<file path="config.mk">
export PLATFORM = sky130hd
export DESIGN_NAME = shb_ram
export DESIGN_NICKNAME = d
export VERILOG_FILES = /design/src/design/shb_ram.sv
export SDC_FILE = /design/constraint.sdc
export NUM_CORES = 2
export LEC_CHECK = 0
export ABC_AREA = 1
export BUFFER_PORTS_ARGS = -buffer_cell sky130_fd_sc_hd__clkbuf_2
export CORE_MARGIN = 1.5
export CORE_UTILIZATION = 47
export DETAILED_ROUTE_END_ITERATION = 16
export PLACE_DENSITY = 0.67
export SLEW_MARGIN = 20
export SYNTH_ARGS = -nofsm -noshare
export SYNTH_HDL_FRONTEND = slang
export SYNTH_SLANG_ARGS = --single-unit
</file>
<file path="constraint.sdc">
create_clock -name clk -period 2.1 [get_ports clk]
set_input_delay 0.21 -clock clk [delete_from_list [all_inputs] [get_ports clk]]
set_output_delay 0.21 -clock clk [all_outputs]
set_load 0.02 [all_outputs]
</file>
<file path="src/design/shb_ram.sv">
// generic simple dual-port ram with registered read data
// no dependencies
module shb_ram #(
    parameter int WIDTH = 8,
    parameter int DEPTH = 256,
    parameter int AW    = $clog2(DEPTH)
) (
    input  logic             clk,
    input  logic             we,
    input  logic [AW-1:0]    waddr,
    input  logic [WIDTH-1:0] wdata,
    input  logic             re,
    input  logic [AW-1:0]    raddr,
    output logic [WIDTH-1:0] rdata
);

    logic [WIDTH-1:0] mem [DEPTH];
    logic [WIDTH-1:0] rdata_reg;

    // write port
    always_ff @(posedge clk)
    begin
        if (we)
        begin
            mem[waddr] <= wdata;
        end
    end

    // read port, data held until next read
    always_ff @(posedge clk)
    begin
        if (re)
        begin
            rdata_reg <= mem[raddr];
        end
    end

    assign rdata = rdata_reg;

endmodule

</file>
Yosys cells after proc, flatten, opt, wreduce, memory -nomap -nowiden. Memories as Yosys holds them, arrays and structs flattened. A register that Yosys moved wholly into a read port is not among the register bits. Index checks and enable logic that the tools add are counted.

Multiplexer cells: 2.

Operator list (number): $mux 1 (2).

Output and inout port bits: 8. Bits in writable memories: 2048. Logic and storage cells: 3. Memories: 1. Flip-flop bits (word level): 0. Input bits: 27.

Memories: mem (depth 256, width 8, read ports 1, clocked after Yosys merged registers in 1, wr ports 1, line 17) `logic [WIDTH-1:0] mem [DEPTH];`.

Logic depth before layout (Yosys ltp).
Depth after elaboration: 2. Mapped depth: 15.

Worst setup path before layout. No wires, ideal clock.

Path type: input -> register. Start: in we. End: mem mem[162][0], enable pin. Stages on the path: 4. Path slack: 0.399 ns. Arrival time: 1.331 ns. Library setup time: 0.370 ns. Cell sequence: clkbuf_1 -> nand3_1 -> clkbuf_1 -> nor2_1.

Word-level cells in the longest chain between the ends: 2.

RTL lines: from (decl) (line 9) `input logic we,`; $mux 1 (line 23) `if (we)`; $mux 1 (implied by the code) (line 25) `mem[waddr] <= wdata;`; to (decl) (line 17).

No other way between the ends.

==> results.txt <==
- After legalization and detailed placement, the total HPWL measured 143800 um.
- The die covers 0.1801 mm2.
- Largest voltage drop on the vdd net: 0.7648 mV
- Worst Max-Slew Pin Slew: 639.9 ps
- The worst path uses 97.33% of the clock period.
- Antenna violations before repair: 14
* Number of flip-flops and latches in the synthesized netlist: 2056
* DR pass1 iterations: 6
* Most common cell after layout, fill and taps aside: sky130_fd_sc_hd__nand2_1
* Maximum level of the CTS H-tree: 4
- Synthesis produced a netlist with a net count of 7030.
- The largest total area in the synthesized netlist belongs to sky130_fd_sc_hd__edfxtp_1.
* Gate Count Post-Synth: 7003
* Power density of the placed cells: 877.2 mW/mm2
* Drt drc: 0
* Port-buffer cells: 34
- For this run, the share of the core covered by cells in the final layout is 55.20%.
- Including well taps, the total number of placed cells is 9567.
- Maximum buffer depth of the clock tree: 3
* Fmax: 489.2 MHz
* Portion of synthesized cell area occupied by the leading cell type: 73.96%
- Largest register FFs: 2048
* Overall power after layout: 85.38 mW
- Critical path required time: 2690 ps
- The number of setup buffers added after CTS is 0.
* Commonest cells after routing, fill and taps aside: sky130_fd_sc_hd__nand2_1, sky130_fd_sc_hd__edfxtp_1, sky130_fd_sc_hd__nand3_1
- The share of the Yosys chip area taken by registers is 73.96%.
* Via count of the first global-routing pass: 54390
- The worst path in the final design needs a cycle of 2044 ps, including I/O delays and setup.
* Max Cap Viol: 0
* Drt total wl: 231100 um
* Worst Path Arrival: 2630 ps
- Core region area: 0.1763 mm2
- The path class of the tightest hold or removal check is primary input to flip-flop.
- CTS placed an instance of sky130_fd_sc_hd__clkbuf_16 at the clock tree root.
- Crit path launch type: flip-flop
- Global-route wire length before repair: 344700 um
- The final number of max-transition violations is 0.
- The number of different library cells used by synthesis comes to 13.
- Layout Nets: 7466
- In this run the remaining antenna-violating nets after routing total 0.
- GRT overflow: 0
* Clk pin slew, worst setup/hold paths: 60 ps
* Warnings from Yosys: 0
- FILL cells: 14210
- Drt first-iter violations: 6366
- The total count of hold-check failures in the final report came to 0.
* Via count: 56480
- Clock Skew: 44.31 ps
* All-layer global routing usage: 25.55%
* Vias per inst: 5.681
- Clock tree synthesis found a total of 2056 sinks.
* Effective utilization at floorplan: 47.35%
- Setup violations remaining at the end of the flow were counted as 0.
- Slew HR: 57.34%
* Vertical die dimension: 424.4 um
* Ratio of cells with drive above 1 in the final layout: 12.90%
- Routed wirelength normalized by instance count: 23.24 um
- The sequential cells in the finished layout cover a total of 0.06174 mm2.
- The die is 424.4 um wide.
- Worst setup path category: flip-flop to flip-flop
- Area of the multi-input gates: 0.01914 mm2
- The number of clock buffers added by TritonCTS is 200.
* Area growth from synthesis to layout: 16.59%
* Nature of the critical path endpoint: flip-flop
- In this run the count of I/O pins placed on the die edge is 35.
* Latest clock arrival within the worst-skew pair: 840 ps
* Average cell area after synthesis: 11.92 um2
- On the final layout, the worst hold slack is 211.6 ps.
- Number of core rows: 154
* Maximum number of pins on one net before global-route repair: 97
- The flow ran to the end, and the final reports show no timing, DRC or antenna violations.
* Cells taking the most area after synthesis: sky130_fd_sc_hd__edfxtp_1, sky130_fd_sc_hd__nand3_1, sky130_fd_sc_hd__nand2_1
* Max FO, Critical Path: 1
* Setup repair after global routing missed its margin: false
- GP Congestion: 0.9292
- Cell Count, Final, Fillers Out: 9943
- TritonCTS clock tree: done
- Summed over all cells, the static leakage comes to 34.86 nW.
* Post-Syn Area: 0.08348 mm2
-- worst max-delay path, stage by stage, from the launching register on --
cell	delay, ps
sky130_fd_sc_hd__edfxtp_1	360
sky130_fd_sc_hd__nand2_1	70
sky130_fd_sc_hd__nand3_1	110
sky130_fd_sc_hd__nand3_1	110
sky130_fd_sc_hd__nand3_1	140
sky130_fd_sc_hd__nand3_1	140
sky130_fd_sc_hd__nand3_1	300
sky130_fd_sc_hd__nand3_1	270
sky130_fd_sc_hd__nand2_1	80
sky130_fd_sc_hd__nand2_1	140
sky130_fd_sc_hd__nand2_1	60
-- layer usage --
layer	GRT usage, %	vias to the layer above	routed length, um
met5	0	-	39
met4	12.00	6	11150
li1	-	25750	-
met1	34.18	27360	89370
met3	5.182	539	22260
met2	40.25	2825	108300
-- final timing paths --
check / start / endpoint / slack (ps) / cells after the start
worst max register to register: mem[179][7] / rdata[7] / 60 / 10
worst max-delay path: mem[179][7] / rdata[7] / 60 / 10
worst min register to register: mem[208][4] / rdata[4] / 1070 / 10
worst min-delay path: waddr[5] / mem[131][4] / 210 / 4
-- cell families after synthesis --
logic type	Yosys count	share of synthesized area, %
and+or+nand+nor	4425	22.92
buffers and inverters	522	3.116
DFF	2056	73.96
-- area by class of cell --
| cell class | instances | share of cell area [%] |
|---|---|---|
| sequential | 2056 | 63.43 |
| antenna | 6 | 0.01543 |
| multi-input combinational | 4425 | 19.67 |
| clock buffer | 249 | 5.397 |
| tap | 2340 | 3.008 |
| clock inverter | 111 | 0.9603 |
| inverter | 39 | 0.1851 |
| timing repair buffer | 717 | 7.333 |
-- power breakdown --
group	internal [mW]	leakage [nW]	switching, mW
clock	19.1	3.02	15.1
sequential	45.2	18.5	0.0641
combinational	1.78	13.4	4.08
total	66.1	34.9	19.3
-- stage by stage --
step / TNS [ps] / cell area [um2] / setup slack, ps
floorplan: 0 / 83480 / 398.5
global placement: -2958 / 91020 / -531.8
detailed placement: -2928 / 91020 / -513.0
CTS: 0 / 97310 / 141.2
global route: 0 / 97320 / 50.09
finish: 0 / 97330 / 56.00
-- repair_timing --
item | CTS | global route
gates resized for setup | 0 | 0
hold buffers | 10 | 0
endpoints found under the hold margin | 765 | 0
-- synth_stat cells, drive strengths merged --
master	count
buf	371
clkbuf	112
edfxtp	2056
inv	39
nand2	2123
nand3	2019
nor2	283
(Power assumes the default switching activity.)
