==> src/design/shb_pkg.sv <==
// shared types and constants for the spatial hash broad-phase block
// no dependencies
package shb_pkg;

    localparam int NUM_BUCKETS  = 512;
    localparam int BKT_W        = $clog2(NUM_BUCKETS);
    localparam int BUCKET_DEPTH = 8;
    localparam int SLOT_W       = $clog2(BUCKET_DEPTH);
    localparam int FILL_W       = $clog2(BUCKET_DEPTH + 1);
    localparam int ENT_W        = 6;
    localparam int SLOT_AW      = BKT_W + SLOT_W;
    localparam int CELL_SHIFT   = 5;
    localparam int MAP_OFFSET   = 1650;
    localparam int POS_W        = 14;
    localparam int CELL_W       = POS_W - CELL_SHIFT;

    localparam logic [1:0] CMD_INSERT = 2'd0;
    localparam logic [1:0] CMD_QUERY  = 2'd1;
    localparam logic [1:0] CMD_CLEAR  = 2'd2;

    typedef struct packed {
        logic [1:0]        command;
        logic [ENT_W-1:0]  entity;
        logic signed [11:0] pos_x;
        logic signed [11:0] pos_y;
        logic [7:0]        half_w;
        logic [7:0]        half_h;
    } cmd_t;

    typedef struct packed {
        logic [ENT_W-1:0] found_id;
        logic             hit;
        logic             overflow;
        logic             last;
    } rsp_t;

    typedef struct packed {
        logic               fill_we;
        logic [BKT_W-1:0]   fill_waddr;
        logic [FILL_W-1:0]  fill_wdata;
        logic               fill_re;
        logic [BKT_W-1:0]   fill_raddr;
        logic               slot_we;
        logic [SLOT_AW-1:0] slot_waddr;
        logic [ENT_W-1:0]   slot_wdata;
        logic               slot_re;
        logic [SLOT_AW-1:0] slot_raddr;
    } mem_req_t;

endpackage

==> src/design/shb_ctrl.sv <==
// command sequencer: cell walk, bucket read-modify-write, query dedup and result register
// depends on shb_pkg
module shb_ctrl (
    input  logic                          clk,
    input  logic                          rst_n,
    input  logic                          cmd_valid,
    output logic                          cmd_ready,
    input  shb_pkg::cmd_t                 cmd,
    output logic                          rsp_valid,
    input  logic                          rsp_ready,
    output shb_pkg::rsp_t                 rsp,
    output shb_pkg::mem_req_t             mem_req,
    input  logic [shb_pkg::FILL_W-1:0]    fill_rdata,
    input  logic [shb_pkg::ENT_W-1:0]     slot_rdata
);

    typedef enum logic [2:0] {
        S_CLEAR,
        S_IDLE,
        S_CELL,
        S_FILL,
        S_SLOT,
        S_FINISH
    } state_t;

    localparam int PW = shb_pkg::POS_W;
    localparam int CW = shb_pkg::CELL_W;
    localparam logic [shb_pkg::FILL_W-1:0] FILL_W_DEPTH =
        shb_pkg::FILL_W'(shb_pkg::BUCKET_DEPTH);

    state_t                        state_reg;
    logic [shb_pkg::BKT_W-1:0]     clr_addr_reg;
    logic                          clr_rsp_reg;
    logic [1:0]                    op_reg;
    logic [shb_pkg::ENT_W-1:0]     ent_reg;
    logic signed [CW-1:0]          sx_reg, ex_reg, ey_reg, x_reg, y_reg;
    logic [shb_pkg::BKT_W-1:0]     bkt_reg;
    logic [shb_pkg::FILL_W-1:0]    slot_idx_reg;
    logic [shb_pkg::FILL_W-1:0]    fill_cnt_reg;
    logic                          ovf_reg;
    logic [(1 << shb_pkg::ENT_W)-1:0] seen_reg;
    logic                          pend_valid_reg;
    logic [shb_pkg::ENT_W-1:0]     pend_id_reg;
    logic                          rsp_valid_reg;
    shb_pkg::rsp_t                 rsp_reg;

    // rectangle bounds in offset map units, before the cell shift; insert uses half_w on both axes
    logic signed [PW-1:0] px, py, lo_x, hi_x, lo_y, hi_y;
    logic [7:0]           ext_y;
    always_comb
    begin
        ext_y = (cmd.command == shb_pkg::CMD_QUERY) ? cmd.half_h : cmd.half_w;
        px    = PW'(cmd.pos_x) + PW'(shb_pkg::MAP_OFFSET);
        py    = PW'(cmd.pos_y) + PW'(shb_pkg::MAP_OFFSET);
        lo_x  = px - PW'(cmd.half_w);
        hi_x  = px + PW'(cmd.half_w);
        lo_y  = py - PW'(ext_y);
        hi_y  = py + PW'(ext_y);
    end

    // bucket of the current cell
    logic signed [CW:0] bsum;
    logic               bkt_ok;
    logic               last_cell;
    always_comb
    begin
        bsum      = (CW+1)'(x_reg) + (CW+1)'(y_reg);
        bkt_ok    = !bsum[CW] && (int'(bsum) < shb_pkg::NUM_BUCKETS);
        last_cell = (x_reg == ex_reg) && (y_reg == ey_reg);
    end

    logic can_emit;
    logic seen_hit;
    logic slot_more;
    assign can_emit  = !rsp_valid_reg || rsp_ready;
    assign seen_hit  = seen_reg[slot_rdata];
    assign slot_more = (slot_idx_reg + 1'b1) < fill_cnt_reg;

    // result register load
    logic rsp_load;
    always_comb
    begin
        case (state_reg)
            S_SLOT:
            begin
                rsp_load = !seen_hit && pend_valid_reg && can_emit;
            end
            S_FINISH:
            begin
                rsp_load = can_emit;
            end
            default:
            begin
                rsp_load = 1'b0;
            end
        endcase
    end

    // memory requests
    always_comb
    begin
        mem_req            = '0;
        mem_req.slot_wdata = ent_reg;
        mem_req.slot_waddr = {bkt_reg, fill_rdata[shb_pkg::SLOT_W-1:0]};
        mem_req.fill_raddr = bsum[shb_pkg::BKT_W-1:0];
        mem_req.fill_waddr = bkt_reg;
        mem_req.fill_wdata = fill_rdata + 1'b1;
        mem_req.slot_raddr = {bkt_reg, slot_idx_reg[shb_pkg::SLOT_W-1:0]};
        case (state_reg)
            S_CLEAR:
            begin
                mem_req.fill_we    = 1'b1;
                mem_req.fill_waddr = clr_addr_reg;
                mem_req.fill_wdata = '0;
            end
            S_CELL:
            begin
                mem_req.fill_re = bkt_ok;
            end
            S_FILL:
            begin
                if (op_reg == shb_pkg::CMD_INSERT)
                begin
                    mem_req.fill_we = fill_rdata < FILL_W_DEPTH;
                    mem_req.slot_we = fill_rdata < FILL_W_DEPTH;
                end
                else
                begin
                    mem_req.slot_re    = fill_rdata != '0;
                    mem_req.slot_raddr = {bkt_reg, {shb_pkg::SLOT_W{1'b0}}};
                end
            end
            S_SLOT:
            begin
                if (!(!seen_hit && pend_valid_reg && !can_emit) && slot_more)
                begin
                    mem_req.slot_re    = 1'b1;
                    mem_req.slot_raddr = {bkt_reg,
                        slot_idx_reg[shb_pkg::SLOT_W-1:0] + 1'b1};
                end
            end
            default:
            begin
            end
        endcase
    end

    // result valid flag
    always_ff @(posedge clk or negedge rst_n)
    begin
        if (!rst_n)
        begin
            rsp_valid_reg <= 1'b0;
        end
        else if (rsp_load)
        begin
            rsp_valid_reg <= 1'b1;
        end
        else if (rsp_ready)
        begin
            rsp_valid_reg <= 1'b0;
        end
    end

    // state, walk registers and result register
    always_ff @(posedge clk or negedge rst_n)
    begin
        if (!rst_n)
        begin
            state_reg      <= S_CLEAR;
            clr_addr_reg   <= '0;
            clr_rsp_reg    <= 1'b0;
            op_reg         <= '0;
            ovf_reg        <= 1'b0;
            seen_reg       <= '0;
            pend_valid_reg <= 1'b0;
        end
        else
        begin
            case (state_reg)
                S_CLEAR:
                begin
                    clr_addr_reg <= clr_addr_reg + 1'b1;
                    if (clr_addr_reg == shb_pkg::BKT_W'(shb_pkg::NUM_BUCKETS - 1))
                    begin
                        state_reg <= clr_rsp_reg ? S_FINISH : S_IDLE;
                    end
                end
                S_IDLE:
                begin
                    if (cmd_valid)
                    begin
                        op_reg         <= cmd.command;
                        ent_reg        <= cmd.entity;
                        sx_reg         <= lo_x[PW-1:shb_pkg::CELL_SHIFT];
                        ex_reg         <= hi_x[PW-1:shb_pkg::CELL_SHIFT];
                        ey_reg         <= hi_y[PW-1:shb_pkg::CELL_SHIFT];
                        x_reg          <= lo_x[PW-1:shb_pkg::CELL_SHIFT];
                        y_reg          <= lo_y[PW-1:shb_pkg::CELL_SHIFT];
                        ovf_reg        <= 1'b0;
                        pend_valid_reg <= 1'b0;
                        case (cmd.command)
                            shb_pkg::CMD_INSERT:
                            begin
                                state_reg <= S_CELL;
                            end
                            shb_pkg::CMD_QUERY:
                            begin
                                seen_reg  <= '0;
                                state_reg <= S_CELL;
                            end
                            shb_pkg::CMD_CLEAR:
                            begin
                                clr_addr_reg <= '0;
                                clr_rsp_reg  <= 1'b1;
                                state_reg    <= S_CLEAR;
                            end
                            default:
                            begin
                                state_reg <= S_FINISH;
                            end
                        endcase
                    end
                end
                S_CELL:
                begin
                    bkt_reg <= bsum[shb_pkg::BKT_W-1:0];
                    if (bkt_ok)
                    begin
                        state_reg <= S_FILL;
                    end
                    else
                    begin
                        state_reg <= last_cell ? S_FINISH : S_CELL;
                        x_reg     <= (x_reg == ex_reg) ? sx_reg : x_reg + 1'b1;
                        y_reg     <= (x_reg == ex_reg) ? y_reg + 1'b1 : y_reg;
                    end
                end
                S_FILL:
                begin
                    slot_idx_reg <= '0;
                    fill_cnt_reg <= fill_rdata;
                    if (op_reg == shb_pkg::CMD_QUERY && fill_rdata != '0)
                    begin
                        state_reg <= S_SLOT;
                    end
                    else
                    begin
                        if (op_reg == shb_pkg::CMD_INSERT && fill_rdata >= FILL_W_DEPTH)
                        begin
                            ovf_reg <= 1'b1;
                        end
                        state_reg <= last_cell ? S_FINISH : S_CELL;
                        x_reg     <= (x_reg == ex_reg) ? sx_reg : x_reg + 1'b1;
                        y_reg     <= (x_reg == ex_reg) ? y_reg + 1'b1 : y_reg;
                    end
                end
                S_SLOT:
                begin
                    if (!(!seen_hit && pend_valid_reg && !can_emit))
                    begin
                        // new id: previous pending hit goes out, this one waits
                        if (!seen_hit)
                        begin
                            seen_reg[slot_rdata] <= 1'b1;
                            pend_valid_reg       <= 1'b1;
                            pend_id_reg          <= slot_rdata;
                            if (pend_valid_reg)
                            begin
                                rsp_reg.found_id <= pend_id_reg;
                                rsp_reg.hit      <= 1'b1;
                                rsp_reg.overflow <= 1'b0;
                                rsp_reg.last     <= 1'b0;
                            end
                        end
                        if (slot_more)
                        begin
                            slot_idx_reg <= slot_idx_reg + 1'b1;
                        end
                        else
                        begin
                            state_reg <= last_cell ? S_FINISH : S_CELL;
                            x_reg     <= (x_reg == ex_reg) ? sx_reg : x_reg + 1'b1;
                            y_reg     <= (x_reg == ex_reg) ? y_reg + 1'b1 : y_reg;
                        end
                    end
                end
                S_FINISH:
                begin
                    if (can_emit)
                    begin
                        rsp_reg.found_id <= pend_valid_reg ? pend_id_reg : '0;
                        rsp_reg.hit      <= pend_valid_reg;
                        rsp_reg.overflow <= (op_reg == shb_pkg::CMD_INSERT) && ovf_reg;
                        rsp_reg.last     <= 1'b1;
                        pend_valid_reg   <= 1'b0;
                        clr_rsp_reg      <= 1'b0;
                        state_reg        <= S_IDLE;
                    end
                end
                default:
                begin
                    state_reg <= S_IDLE;
                end
            endcase
        end
    end

    assign cmd_ready = state_reg == S_IDLE;
    assign rsp_valid = rsp_valid_reg;
    assign rsp       = rsp_reg;

endmodule

==> config.mk <==
export PLATFORM = sky130hd
export DESIGN_NAME = shb_ctrl
export DESIGN_NICKNAME = d
export VERILOG_FILES = /design/src/design/shb_pkg.sv /design/src/design/shb_ctrl.sv
export SDC_FILE = /design/constraint.sdc
export NUM_CORES = 1
export LEC_CHECK = 0
export ABC_AREA = 1
export BUFFER_PORTS_ARGS = -buffer_cell sky130_fd_sc_hd__buf_2
export CORE_MARGIN = 4
export CORE_UTILIZATION = 60
export DETAILED_ROUTE_END_ITERATION = 12
export PLACE_DENSITY = 0.82
export SYNTH_ARGS = -nofsm -noshare
export SYNTH_HDL_FRONTEND = slang
export SYNTH_SLANG_ARGS = --single-unit
==> constraint.sdc <==
create_clock -name clk -period 3.1 [get_ports clk]
set_input_delay 0.465 -clock clk [delete_from_list [all_inputs] [get_ports clk]]
set_output_delay 0.465 -clock clk [all_outputs]
set_load 0.02 [all_outputs]
---- Word level (Yosys, flattened, before mapping) ----
Index checks and enable logic that the tools add are counted.
word-level totals
  flip-flop bits (word level) ............. 165
  input bits .............................. 62
  output and inout port bits .............. 67
operators by class
  $add $sub $neg .......................... 13
  bitwise logic cells ..................... 3
  equal/unequal tests ..................... 24
  reductions and logical operators ........ 44
  magnitude comparators ................... 6
  mux-type cells .......................... 69
operators with widths
  operator                  number
  $mux W64                  4
  $mux W9                   18
  $pmux W64 S2              1
  $pmux W9 S4               2
  $or A64 B64 Y64           1
  $mux W13                  3
  $pmux W9 S2               2
  $add A13 B9 Y14           2
  $sub A13 B9 Y14           2
  $add A9 B1 Y9 const B     3
  $mux W3                   9
  $add A12 B12 Y13 const B  2
  $pmux W13 S2              1
  $ne A2 B2 Y1 const B      11
  $eq A9 B9 Y1              2
  $pmux W3 S6               1
  $reduce_and A4 Y1         4
  $mux W1                   15
  $reduce_and A5 Y1         3
  $reduce_bool A2 Y1        7
  $lt A10 B11 Y1 const B    1
  $add A9 B9 Y10            1
  $logic_and A1 B1 Y1       10
  $eq A9 B9 Y1 const B      1
  other kinds (34)          53

---- Depth between registers and ports, before layout ----
  depth in word-level cells ............... 9
  gate-level depth with buffers ........... 20

---- Worst setup path before layout ----
No wires, ideal clock.
  kind .................................... register to register
  from .................................... register state_reg[1]
  to ...................................... register ent_reg[0] in the netlist's numbering, enable pin
  path slack .............................. -0.105 ns
  required time ........................... 2.677 ns
  clock period less this slack ............ 3.205 ns
  arrival ................................. 2.782 ns
  stages on the path, launching flop included .. 8
  path buffers ............................ 0
  path through ............................ dfrtp_1 inv_1 nand2_1 nor2_1 inv_1 nor2_1 inv_1 nor2_1
between the ends
  cells in the longest elaborated chain, start to end .. 2
RTL lines
  item                         RTL line         RTL
  start: declaration           shb_ctrl.sv:31   state_t state_reg;
  start signal: assignment     shb_ctrl.sv:186  state_reg <= clr_rsp_reg ? S_FINISH : S_IDLE;
  start signal: assignment     shb_ctrl.sv:234  state_reg <= last_cell ? S_FINISH : S_CELL;
  start signal: assignment     shb_ctrl.sv:253  state_reg <= last_cell ? S_FINISH : S_CELL;
  $eq A3 B1 Y1                 -
  net cmd_ready                shb_ctrl.sv:7    output logic cmd_ready,
  $reduce_and A3 Y1 (no line)  -
  end signal: assignment       shb_ctrl.sv:194  ent_reg <= cmd.entity;
  end: declaration             shb_ctrl.sv:35   logic [shb_pkg::ENT_W-1:0] ent_reg;
The timed path passes the listed nets, and every way through them passes these cells.
A chain may end at the register's enable or synchronous reset.

==> impl_metrics.toml <==
[run_status]
status = "finished, final reports clean"

[pwr]
p_sw_w = 0.00372
intPower_w = 0.00529
comb_power_share = 0.433
power_frac_seq = 0.340
ir_worst_vdd_uv = 458
p_leak_nw = 6.40
power_density_nw_per_um2 = 704
p_sw_frac = 0.413
pwr-share-clk = 0.227

[cells_and_area]
syn2layout_area_growth_pct = 14.6
layout_commonest_cell = "nand2_1"
antenna_cells = 0
finalNonFillerCells = 1883
fin_nets = 1753
nFillCells = 1429
drive_above_1_share = 0.148
multiInputGateArea_um2 = 5660
final_cell_mix = "nand2_1 (470), inv_1 (163), nor2_1 (131)"
regArea_um2 = 4540
largest_register_ffs = 64

[timing]
final_max_slew_viol_count = 0
hold_viol = 0
setup_viol = 0
fin_crit_ns = 2.98
skew_ns = 0.00876
tns_ns = 0
clock.fmax_ghz = 0.336
worst_pin_slew_ns = 0.733
rsz0062_at_grt = "true"
min_period_over_period = 0.961
relSlewSlack = 0.511

[cts]
cts_tree = "yes"
clkLatencyLatePin_ns = 0.44
cts_max_path_buffers = 2
root_buffer = "clkbuf_16"
cts.clk_slew.worst_paths_ns = 0.07
numCtsBuffers = 17
h-tree-depth = 4
cts.sinks = 165

[drt]
viasPerCell = 5.53
num_vias = 10400
drtIter0Drc = 938
ant_nets = 0
drcViolationCount = 0
wirelength_um = 27300
wl_per_cell_um = 14.5
firstDrtPassIters = 5

[die]
num_rows = 49
coreArea_um2 = 18100
die_x_um = 144
die_h_um = 144
dieArea_um2 = 20800
start_util = 0.615
design.portCount = 129

[critical_path]
critPathArrivalTime_ns = 2.51
end_kind = "primary output"
worst-r2r-setup-slack_ns = 0.56
start_kind = "register"
crit_path_max_fanout = 5
criticalPathCategory = "reg -> out"
timing.rr.end = "x_reg[2]"
worst-r2r-cell-count = 12
cp_data_required_time_ns = 2.63
crit-reg2reg-launch = "slot_idx_reg[1]"

[place]
gp_congestion = 0.893
post-dp-hpwl_um = 19300
dp_cells = 1841
numPortBuffers = 128

[grt]
gr-total-overflow = 0
antenna_found_initial = 0
met1_usage = 0.363
busiest_layer = "met2"
grt_pass1_wl_um = 45000
grt_pass1_vias = 9639
grt_max_degree = 65
track_usage = 0.265
grt_use_met2 = 0.426
met3_usage = 0.0466

[yosys]
synth_flop_cell = "edfxtp_1"
synth-edff-count = 83
synth_cells = 1502
postSynthAreaPerCell_um2 = 7.43
async_flop_share = 0.497
synthDistinctLibCells = 46
ys_ff_latch = 165
syn-num-nets = 1614
syn-cell-area_um2 = 11200
synth-seq-area-share = 0.407
yosysWarnings = 0

[min_path]
hold_end = "ent_reg[4]"
min_path_cells = 1
hold_path.class = "in -> reg"
hp-start = "cmd[44]"

[job]
cap_violations = 0
## timing repair
item,CTS,global route
resized for setup,2,10
endpoints found under the hold margin,15,0
hold buffers,1,0
pin swaps,0,2
buffers inserted,4,5
setup endpoints to repair,5,5
## cells by family after synthesis
family,Yosys count,share of synthesized area
buf+inv,230,0.0903
fa+ha+maj,50,0.0567
simple gates,773,0.288
compound gates,216,0.104
xor+xnor,68,0.0534
flops,165,0.407
## power groups by stage
stage / Sequential, W / Combinational [W] / Clock [W]
after floorplan: 0.00308 / 0.00263 / 0
after global placement: 0.00310 / 0.00362 / 0
after detailed placement: 0.00311 / 0.00370 / 0
after CTS: 0.00306 / 0.00377 / 0.00206
after global routing: 0.00310 / 0.00432 / 0.00215
final: 0.00307 / 0.00390 / 0.00204
## per-layer routing
layer	up-vias	routed length [um]
li1	5117	-
met5	-	0
met4	0	670
met1	4761	11800
met3	65	2190
met2	475	12700
## per-stage QoR
step | utilization | power [W] | setup WS [ns] | cell area, um2 | hold WS, ns
floorplan | - | 0.00571 | 0.266 | 11200 | 0.169
global placement | 0.666 | 0.00672 | 0.0446 | 12100 | 0.331
detailed placement | 0.666 | 0.00681 | -0.0447 | 12100 | 0.336
CTS | 0.700 | 0.00889 | 0.0196 | 12700 | 0.191
global route | 0.705 | 0.00956 | -0.0353 | 12800 | 0.196
finish | 0.705 | 0.00901 | 0.122 | 12800 | 0.201
## synthesized netlist by cell type (all sizes together), types with 8 or more instances
master,n,area [um2]
a21oi,104,521
buf,41,298
clkbuf,24,90.1
dfrtp,82,2050
edfxtp,83,2490
ha,49,613
inv,165,619
nand2,472,1780
nand3,106,531
nand4,8,56.3
nor2,136,526
nor3,37,225
o21ai,80,400
xnor2,16,140
xor2,52,455
## worst max-delay path: stages, from the launching register on
cell      delay [ns]
edfxtp_1        0.45
ha_4            0.29
a21oi_1         0.20
o21ai_2         0.10
nand2_1         0.07
nand2_1         0.06
a21oi_2         0.16
inv_1           0.06
a21oi_1         0.12
nor2_1          0.05
nor2_1          0.10
xor2_1          0.22
buf_4           0.18
## how the worst max path moves through the flow
stage               slack, ns     startpoint        endpoint
floorplan                0.27  slot_rdata[0]  pend_id_reg[0]
global placement         0.04        cmd[47]        y_reg[7]
detailed placement      -0.04        cmd[47]       ey_reg[7]
global route            -0.04       x_reg[0]     mem_req[40]
CTS                      0.02       y_reg[0]     mem_req[40]
finish                   0.12       x_reg[3]     mem_req[40]
## final cells by class
type / count / share of cell area
clock inverter: 8 / 0.00489
sequential: 165 / 0.355
clock buffer: 24 / 0.0396
tap: 229 / 0.0224
multi-input combinational: 1107 / 0.442
timing repair buffer: 185 / 0.0871
inverter: 165 / 0.0484
(Power assumes the default switching activity.)
